### src/hw/rtl/sms_pkg.sv
// Package for the dual-stream splitmix64 generator.
// Holds command codes, sequencer states and the mixing constants.
// No dependencies.
package sms_pkg;

  typedef enum logic [1:0] {
    CMD_DRAW        = 2'd0,
    CMD_BATTLE_SEED = 2'd1,
    CMD_SET_MODE    = 2'd2,
    CMD_FREE_SEED   = 2'd3
  } sms_cmd_t;

  typedef enum logic [1:0] {
    ST_IDLE,
    ST_MUL,
    ST_ACC,
    ST_FIN
  } sms_state_t;

  localparam logic [63:0] GOLDEN_STEP = 64'h9E3779B97F4A7C15;
  localparam logic [63:0] MIX_MUL_A   = 64'hBF58476D1CE4E5B9;
  localparam logic [63:0] MIX_MUL_B   = 64'h94D049BB133111EB;
  localparam logic [63:0] BATTLE_INIT = 64'hDEADBEEFCAFEF00D;
  localparam logic [63:0] FREE_MASK   = 64'hA5A5A5A55A5A5A5A;
  localparam logic [63:0] FREE_INIT   = 64'h0123456789ABCDEF;
  localparam logic [31:0] TALLY_MAX   = 32'hFFFFFFFF;
  // four discarded warm-up advances leave the state at seed + 4 * step
  localparam logic [63:0] WARMUP_STEP = GOLDEN_STEP * 64'd4;

  // partial-product index within one 64 x 64 (low half) multiply
  localparam logic [1:0] PART_LO_LO = 2'd0;
  localparam logic [1:0] PART_HI_LO = 2'd1;
  localparam logic [1:0] PART_LO_HI = 2'd2;

endpackage

### src/hw/rtl/sms_if.sv
// Channel interfaces for the dual-stream splitmix64 generator.
// sms_cmd_if carries commands in, sms_res_if carries results out.
// Depends on sms_pkg.
interface sms_cmd_if;
  import sms_pkg::*;
  logic        valid;
  logic        ready;
  sms_cmd_t    command;
  logic [63:0] seed_value;
  logic        mode_on;

  modport source (output valid, command, seed_value, mode_on, input ready);
  modport sink (input valid, command, seed_value, mode_on, output ready);
endinterface

interface sms_res_if;
  logic        valid;
  logic        ready;
  logic [31:0] random_word;
  logic        from_battle;
  logic [31:0] battle_count;
  logic [31:0] free_count;

  modport source (output valid, random_word, from_battle, battle_count, free_count,
                  input ready);
  modport sink (input valid, random_word, from_battle, battle_count, free_count,
                output ready);
endinterface

### src/hw/rtl/dual_stream_splitmix_generator.sv
// Dual-stream splitmix64 generator, top level.
// Depends on sms_pkg and the channel interfaces in sms_if.sv.
//
// Usage:
//   cmd  : one command per transfer (draw, load battle seed, set battle mode,
//          load free seed). Every command yields exactly one result on res.
//   res  : random word (zero unless a draw), stream flag, and both saturating
//          draw counts as they stand after the command.
// Timing:
//   A non-draw command is answered in the cycle after its transfer.
//   A draw runs two 64-bit mixing multiplies, each as three 32 x 32 partial
//   products through one shared multiplier, a multiply state (ST_MUL) and an
//   accumulate state (ST_ACC) per partial, then ST_FIN loads the output register;
//   cmd.ready stays low meanwhile, so no new command is taken until the draw ends.
//   The shared multiplier sequence sets the draw rate.
// Reset (rst, synchronous): both stream states take their fixed seeds, battle
//   mode off, counts zero, no result pending.
// Stall: a result waits in the output register until res.ready; a command is
//   taken while idle and the output is empty or being taken in the same cycle.
module dual_stream_splitmix_generator (
  input logic      clk,
  input logic      rst,
  sms_cmd_if.sink  cmd,
  sms_res_if.source res
);
  import sms_pkg::*;

  sms_state_t  state, state_next;
  logic [63:0] battle_stream, free_stream;
  logic        battle_selected;
  logic [31:0] battle_tally, free_tally;
  logic        sel_battle;
  logic [63:0] x, acc, prod, acc_sum, z_out;
  logic [1:0]  part;
  logic        rnd;
  logic [31:0] mul_a, mul_b;
  logic [63:0] mul_k, s_base, s_new;
  logic        out_valid;
  logic        out_free, cmd_xfer, fin_go;

  assign out_free  = !out_valid || res.ready;
  assign cmd.ready = (state == ST_IDLE) && out_free;
  assign cmd_xfer  = cmd.valid && cmd.ready;
  assign fin_go    = (state == ST_FIN) && out_free;

  assign mul_k   = rnd ? MIX_MUL_B : MIX_MUL_A;
  assign mul_a   = (part == PART_HI_LO) ? x[63:32] : x[31:0];
  assign mul_b   = (part == PART_LO_HI) ? mul_k[63:32] : mul_k[31:0];
  assign acc_sum = (part == PART_LO_LO) ? prod : acc + {prod[31:0], 32'd0};
  assign z_out   = acc ^ (acc >> 31);

  assign s_base = battle_selected ? battle_stream : free_stream;
  assign s_new  = s_base + GOLDEN_STEP;

  always_ff @(posedge clk) begin
    if (rst) begin
      state <= ST_IDLE;
    end else begin
      state <= state_next;
    end
  end

  always_comb begin
    state_next = state;
    case (state)
      ST_IDLE: begin
        if (cmd_xfer && cmd.command == CMD_DRAW) state_next = ST_MUL;
      end
      ST_MUL: state_next = ST_ACC;
      ST_ACC: begin
        if (part == PART_LO_HI && rnd) state_next = ST_FIN;
        else state_next = ST_MUL;
      end
      ST_FIN: begin
        if (out_free) state_next = ST_IDLE;
      end
      default: state_next = ST_IDLE;
    endcase
  end

  // stream state, mode and counts
  always_ff @(posedge clk) begin
    if (rst) begin
      battle_stream   <= BATTLE_INIT;
      free_stream     <= FREE_INIT;
      battle_selected <= 1'b0;
      battle_tally    <= '0;
      free_tally      <= '0;
    end else begin
      if (cmd_xfer) begin
        case (cmd.command)
          CMD_DRAW: begin
            if (battle_selected) battle_stream <= s_new;
            else free_stream <= s_new;
          end
          CMD_BATTLE_SEED: battle_stream <= cmd.seed_value + WARMUP_STEP;
          CMD_SET_MODE:    battle_selected <= cmd.mode_on;
          CMD_FREE_SEED:   free_stream <= cmd.seed_value ^ FREE_MASK;
          default: ;
        endcase
      end
      if (fin_go) begin
        if (sel_battle) begin
          if (battle_tally != TALLY_MAX) battle_tally <= battle_tally + 32'd1;
        end else begin
          if (free_tally != TALLY_MAX) free_tally <= free_tally + 32'd1;
        end
      end
    end
  end

  // mixing datapath: one shared 32 x 32 multiplier, registered product
  always_ff @(posedge clk) begin
    if (cmd_xfer && cmd.command == CMD_DRAW) begin
      x          <= s_new ^ (s_new >> 30);
      sel_battle <= battle_selected;
      part       <= PART_LO_LO;
      rnd        <= 1'b0;
    end
    if (state == ST_MUL) begin
      prod <= 64'(mul_a) * 64'(mul_b);
    end
    if (state == ST_ACC) begin
      acc <= acc_sum;
      if (part == PART_LO_HI) begin
        part <= PART_LO_LO;
        if (!rnd) begin
          x   <= acc_sum ^ (acc_sum >> 27);
          rnd <= 1'b1;
        end
      end else begin
        part <= part + 2'd1;
      end
    end
  end

  // output register
  always_ff @(posedge clk) begin
    if (rst) begin
      out_valid <= 1'b0;
    end else if (fin_go || cmd_xfer && cmd.command != CMD_DRAW) begin
      out_valid <= 1'b1;
    end else if (res.ready) begin
      out_valid <= 1'b0;
    end
  end

  always_ff @(posedge clk) begin
    if (fin_go) begin
      res.random_word  <= z_out[31:0];
      res.from_battle  <= sel_battle;
      res.battle_count <= (sel_battle && battle_tally != TALLY_MAX) ?
                          battle_tally + 32'd1 : battle_tally;
      res.free_count   <= (!sel_battle && free_tally != TALLY_MAX) ?
                          free_tally + 32'd1 : free_tally;
    end else if (cmd_xfer && cmd.command != CMD_DRAW) begin
      res.random_word  <= '0;
      res.from_battle  <= 1'b0;
      res.battle_count <= battle_tally;
      res.free_count   <= free_tally;
    end
  end

  assign res.valid = out_valid;

  a_busy_not_ready: assert property (@(posedge clk) disable iff (rst)
    state != ST_IDLE |-> !cmd.ready)
    else $error("command taken while sequencer busy");

  a_cmd_answer: assert property (@(posedge clk) disable iff (rst)
    cmd_xfer && cmd.command != CMD_DRAW |=> out_valid && res.random_word == 32'd0)
    else $error("non-draw command not answered next cycle");

  a_battle_tally: assert property (@(posedge clk) disable iff (rst)
    !$past(rst) && battle_tally != $past(battle_tally) |->
      $past(state == ST_FIN) && $past(sel_battle))
    else $error("battle count changed outside a battle draw");

  a_free_tally: assert property (@(posedge clk) disable iff (rst)
    !$past(rst) && free_tally != $past(free_tally) |->
      $past(state == ST_FIN) && !$past(sel_battle))
    else $error("free count changed outside a free draw");

endmodule

### src/flat_wrapper.sv
// flat-port wrapper written by rule: the top's interface ports become plain ports
module dual_stream_splitmix_generator_flat import sms_pkg::*;
  (clk, rst, cmd_valid, cmd_command, cmd_seed_value, cmd_mode_on, cmd_ready, res_valid, res_random_word, res_from_battle, res_battle_count, res_free_count, res_ready);
  sms_cmd_if cmd_i ();
  sms_res_if res_i ();
  input logic clk;
  input logic rst;
  input wire logic [$bits(cmd_i.valid)-1:0] cmd_valid;
  input wire logic [$bits(cmd_i.command)-1:0] cmd_command;
  input wire logic [$bits(cmd_i.seed_value)-1:0] cmd_seed_value;
  input wire logic [$bits(cmd_i.mode_on)-1:0] cmd_mode_on;
  output wire logic [$bits(cmd_i.ready)-1:0] cmd_ready;
  output wire logic [$bits(res_i.valid)-1:0] res_valid;
  output wire logic [$bits(res_i.random_word)-1:0] res_random_word;
  output wire logic [$bits(res_i.from_battle)-1:0] res_from_battle;
  output wire logic [$bits(res_i.battle_count)-1:0] res_battle_count;
  output wire logic [$bits(res_i.free_count)-1:0] res_free_count;
  input wire logic [$bits(res_i.ready)-1:0] res_ready;
  assign cmd_i.valid = cmd_valid;
  assign cmd_i.command = cmd_command;
  assign cmd_i.seed_value = cmd_seed_value;
  assign cmd_i.mode_on = cmd_mode_on;
  assign cmd_ready = cmd_i.ready;
  assign res_valid = res_i.valid;
  assign res_random_word = res_i.random_word;
  assign res_from_battle = res_i.from_battle;
  assign res_battle_count = res_i.battle_count;
  assign res_free_count = res_i.free_count;
  assign res_i.ready = res_ready;
  dual_stream_splitmix_generator u_core (.clk(clk), .rst(rst), .cmd(cmd_i), .res(res_i));
endmodule
### config.mk
export PLATFORM = sky130hd
export DESIGN_NAME = dual_stream_splitmix_generator_flat
export DESIGN_NICKNAME = d
export VERILOG_FILES = /design/src/hw/rtl/sms_pkg.sv /design/src/hw/rtl/sms_if.sv /design/src/hw/rtl/dual_stream_splitmix_generator.sv /design/src/flat_wrapper.sv
export SDC_FILE = /design/constraint.sdc
export NUM_CORES = 2
export LEC_CHECK = 0
export ABC_CLOCK_PERIOD_IN_PS = 9450
export BUFFER_PORTS_ARGS = -buffer_cell sky130_fd_sc_hd__buf_2
export CAP_MARGIN = 10
export CORE_UTILIZATION = 40
export DETAILED_ROUTE_END_ITERATION = 12
export PLACE_DENSITY_LB_ADDON = 0.05
export SYNTH_ARGS = -nofsm -noshare
export SYNTH_HDL_FRONTEND = slang
export SYNTH_SLANG_ARGS = --single-unit
### constraint.sdc
create_clock -name clk -period 9.45 [get_ports clk]
set_clock_uncertainty 0.15 [all_clocks]
set_input_delay 0.945 -clock clk [delete_from_list [all_inputs] [get_ports clk]]
set_output_delay 0.945 -clock clk [all_outputs]
set_load 0.1 [all_outputs]
# Word-level counts from Yosys, hierarchy flattened
# Cells that the tools add are included.
# op_classes
bitwise_logic,5
multipliers,1
n_eq_ne,14
add_sub_neg,6
n_mux,36
reduce_logical,27
# op_table
operator,count
$mux W64,8
$mux W32,10
$pmux W64 S2,2
$add A32 B1 Y32 const B,2
$add A64 B63 Y64 const B,1
$add A64 B64 Y64,1
$add A64 B64 Y64 const B,1
$mul A32 B32 Y64,1
$ne A32 B32 Y1 const B,2
$xor A64 B34 Y64,1
$xor A64 B37 Y64,1
$mux W62,1
$not A32 Y32,1
$xor A32 B32 Y32,1
$mux W2,6
$reduce_and A3 Y1,4
$reduce_bool A2 Y1,6
$eq A2 B2 Y1 const B,5
$logic_and A1 B1 Y1,8
$mux W1,8
$pmux W2 S4,1
$eq A2 B1 Y1 const B,3
$logic_not A2 Y1,3
$ne A2 B1 Y1 const B,2
other kinds (6),10
# word_totals
out_inout_bits,99
register_bits,489

# Longest topological paths before layout
# depth
ltp_word,9
mapped_depth,37
ltp_nobuf,33

# Worst setup path after synthesis
# OpenSTA, ideal clock, no wires.
# synth_path
kind,flip-flop to flip-flop
from,register u_core.part[1]
to,register u_core.prod[63] (data pin)
setup_time_ps,260
arrival_time_ps,9450
required_ps,9040
slack_ps,-410
stages_incl_launch_ff,36
cell_sequence,edfxtp_1 > inv_1 > ha_1 > clkbuf_1 > buf_1 > buf_1 > mux2i_1 > inv_1 > nand2_1 > nor2_1 > inv_1 > o21ai_0 > fa_1 > fa_1 > inv_1 > fa_1 > fa_1 > inv_1 > fa_1 > fa_1 > fa_1 > inv_1 > fa_1 > inv_1 > ha_1 > clkbuf_1 > nand4_1 > nor4_1 > nand3_1 > a2111oi_0 > nor3_1 > a21oi_1 > a311oi_1 > o31ai_1 > a21oi_1 > xnor2_1
# synth_between
elab_chain_len,3
# synth_lines
element,line,source
"start, declared",dual_stream_splitmix_generator.sv:34,logic [1:0] part;
"start signal, assigned",dual_stream_splitmix_generator.sv:132,part <= part + 2'd1;
$eq A2 B1 Y1 / $eq A2 B2 Y1 (equally long branches),"dual_stream_splitmix_generator.sv:47, dual_stream_splitmix_generator.sv:48",
$mux W32 (on tied branches),"dual_stream_splitmix_generator.sv:47, dual_stream_splitmix_generator.sv:48",
$mul A32 B32 Y64 *,dual_stream_splitmix_generator.sv:121,prod <= 64'(mul_a) * 64'(mul_b);
"end signal, assigned",dual_stream_splitmix_generator.sv:121,
"end, declared",dual_stream_splitmix_generator.sv:33,"logic [63:0] x, acc, prod, acc_sum, z_out;"
# Mark *: on every way between the ends. The rest lies on a longest branch, timed or not.
# A chain may end at the register's enable or synchronous reset.

# Worst setup path in the final report
# layout_path
from,register u_core.part[1]
to,register u_core.prod[62] (data pin)
# The elaborated chain is that of the path after synthesis.

==> results.json <==
{
  "synth_area_leader_cell": "fa_1",
  "path_clk_slew_ps": 70,
  "worst_slack_ps": 291,
  "placement.cell_area_um2": 61800,
  "wl_met2_mm": 102,
  "worst_skew_pair.late_latency_ps": 640,
  "largest_net_degree_at_the_start_of_global_routing": 87,
  "drt-met1-wl_mm": 92.6,
  "synthFlopType": "dfxtp_1",
  "synth_area_leaders": "fa_1 28%, edfxtp_1 12%, dfxtp_1 9.4%, ha_1 9.2%, inv_1 6.8%",
  "max_slew_margin_pct": 18.9,
  "synthesis.instances": 5918,
  "cell_occurring_most_often_along_the_worst_timing_path": "fa_1",
  "mostFrequentLayoutCells": "1,007 x inv_1, 781 x fa_1, 533 x nor2_1",
  "floorplan.die.height_um": 375,
  "num-fill-cells": 13600,
  "h-tree-depth": 2,
  "placedCellCount": 8138,
  "cts_made_buffers": 50,
  "final.period_utilization_pct": 96.9,
  "drt-total-wl_mm": 212,
  "postRouteAntennaNets": 0,
  "final_cell_count_no_fill": 8234,
  "hold_violations": 0,
  "dpl_wire_length_mm": 178,
  "critical_path.max_fanout": 7,
  "synth-seq-cells": 489,
  "numClockSinks": 489,
  "number_of_global_route_vias_before_repair": 45800,
  "dr.pass1.iters": 6,
  "maxClockFrequency_ghz": 0.109,
  "timing.critical_path.arrival_ps": 9400,
  "worst-slew-pin-transition_ps": 1210,
  "final_cell_area_um2": 63800,
  "placement.setup.worst_slack_ps": -102,
  "detailroute.wirelength.met3_mm": 10.4,
  "path_class": "reg2reg",
  "grt_first_pass_wirelength_mm": 311,
  "sequential_cell_area_um2": 12100,
  "port-buffer-count": 169,
  "critical-path-max-stage-delay_ps": 510,
  "via_count": 44200,
  "syn_avg_cell_area_um2": 9.41,
  "number_of_nets_in_the_synthesized_netlist": 7181,
  "setup-violations-final": 0,
  "route.detailed.vias_per_inst": 5.36,
  "cts_max_path_bufs": 3,
  "design.core.area_um2": 138000,
  "die_width_um": 375,
  "layout.cells.most_common": "inv_1",
  "worst_path_max_delay_cell": "fa_1",
  "synthDistinctLibCells": 104,
  "final_weighted_congestion_of_routability_driven_global_placement": 0.979,
  "worst_setup_path_end_kind": "register",
  "die_area_um2": 141000,
  "num-nets-final": 7665,
  "worst-endpoint-required_ps": 9690,
  "global_route.usage.total_pct": 30.1,
  "initial_core_util_pct": 40.4,
  "first_iter_violations": 3378,
  "synth.yosys.warnings": 0,
  "areaGrowthSynthToFinish_pct": 14.6,
  "antenna_found_initial": 5,
  "syn_area_um2": 55700,
  "final_max_slew_viol_count": 0,
  "fin_crit_ps": 9160,
  "cts.root.buffer_cell": "clkbuf_16",
  "drv.max_cap_violation_count": 0,
  "top_layer": "met5",
  "hold_class": "reg2reg",
  "synth_edf_count": 228,
  "overflow": 0,
  "placementRows": 136,
  "synthArstFlopShare_pct": 0,
  "synth-seq-area-share_pct": 21.7,
  "drive_gt1_share_pct": 14.6,
  "boundaryPins": 170,
  "status": "complete, no violations",
  "drc": 0,
  "critical_path.startpoint_type": "register",
  "holdWs_ps": 305,
  "synth_top_area_share_pct": 28.2,
  "avg_wl_per_cell_um": 25.8,
  "multi_input_comb_area_um2": 39100,
  "rsz0062_at_grt": "yes",
  "tritoncts": "built"
}
[cells by family after synthesis]
family | share of synthesized area (%)
buffers and inverters | 8.61
XOR/XNOR | 6.08
AND/OR/NAND/NOR | 12.0
multiplexers | 2.74
adder cells (fa/ha/maj) | 37.4
flip-flops | 21.7
AO/OA/AOI/OAI | 11.5
[what timing repair did]
item                                    CTS  global route
pin swaps                                 0            10
gates resized for setup                   8            59
gates cloned                              0             1
endpoints found under the setup margin    9            19
buffers inserted                          0             5
hold buffers                              0             0
[sequential cells by signal, summed over array words and instances, names as in the netlist]
| register | flops |
|---|---|
| u_core.acc | 64 |
| u_core.battle_selected | 1 |
| u_core.battle_stream | 64 |
| u_core.battle_tally | 32 |
| u_core.free_stream | 64 |
| u_core.free_tally | 32 |
| u_core.part | 2 |
| u_core.prod | 64 |
| u_core.res.battle_count | 32 |
| u_core.res.free_count | 32 |
| u_core.res.from_battle | 1 |
| u_core.res.random_word | 32 |
| u_core.res.valid | 1 |
| u_core.rnd | 1 |
| u_core.sel_battle | 1 |
| u_core.state | 2 |
| u_core.x | 64 |
[final cells by class]
cell class | count | area share (%)
multi-input cells | 4168 | 61.3
flip-flops and latches | 489 | 18.9
repair buffers | 670 | 7.58
inverters | 1023 | 6.02
well taps | 1794 | 3.52
clock buffers | 67 | 2.16
clock inverters | 22 | 0.482
diodes | 1 | 0.00392
[stage by stage]
step / TNS (ps) / util [%]
after global placement: -47.3 / 44.9
after global routing: -63.3 / 46.3
after detailed placement: -265 / 44.9
after floorplan: 0 / -
after CTS: 0 / 46.1
final: 0 / 46.3
[worst max-delay path: cells and delay by family, from the launching register on]
kind	cells	cell delay (ps)
AND/OR/NAND/NOR	2	320
adder cells (fa/ha/maj)	10	4380
flip-flops	1	410
AO/OA/AOI/OAI	9	1920
multiplexers	1	360
buffers and inverters	11	1230
XOR/XNOR	1	100
[cells in the mapped netlist, types with 71 or more instances]
library cell	count
nand2_1	438
nor2_1	561
mux2i_1	74
o21ai_0	209
nor3_1	88
fa_1	784
ha_1	408
inv_1	1011
clkbuf_1	194
a21oi_1	254
xnor2_1	248
xor2_1	130
dfxtp_1	261
a21o_1	71
nor2b_1	79
edfxtp_1	228
a211oi_1	79
[worst paths after layout]
kind | depth (start not counted) | to | slack (ps) | startpoint
max reg2reg | 34 | u_core.prod[62] | 290 | u_core.part[1]
min reg2reg | 2 | u_core.free_stream[63] | 310 | u_core.free_stream[63]
max | 34 | u_core.prod[62] | 290 | u_core.part[1]
min | 2 | u_core.free_stream[63] | 310 | u_core.free_stream[63]
[layer usage]
metal / vias up / global-route usage [%]
met1: 22300 / 40.8
met2: 1291 / 51.0
li1: 20300 / -
met4: 2 / 9.06
met5: - / 0
met3: 257 / 2.62
Power is not shown: default switching activity piles up to over one toggle a cycle in this logic, so the estimate is an artifact.
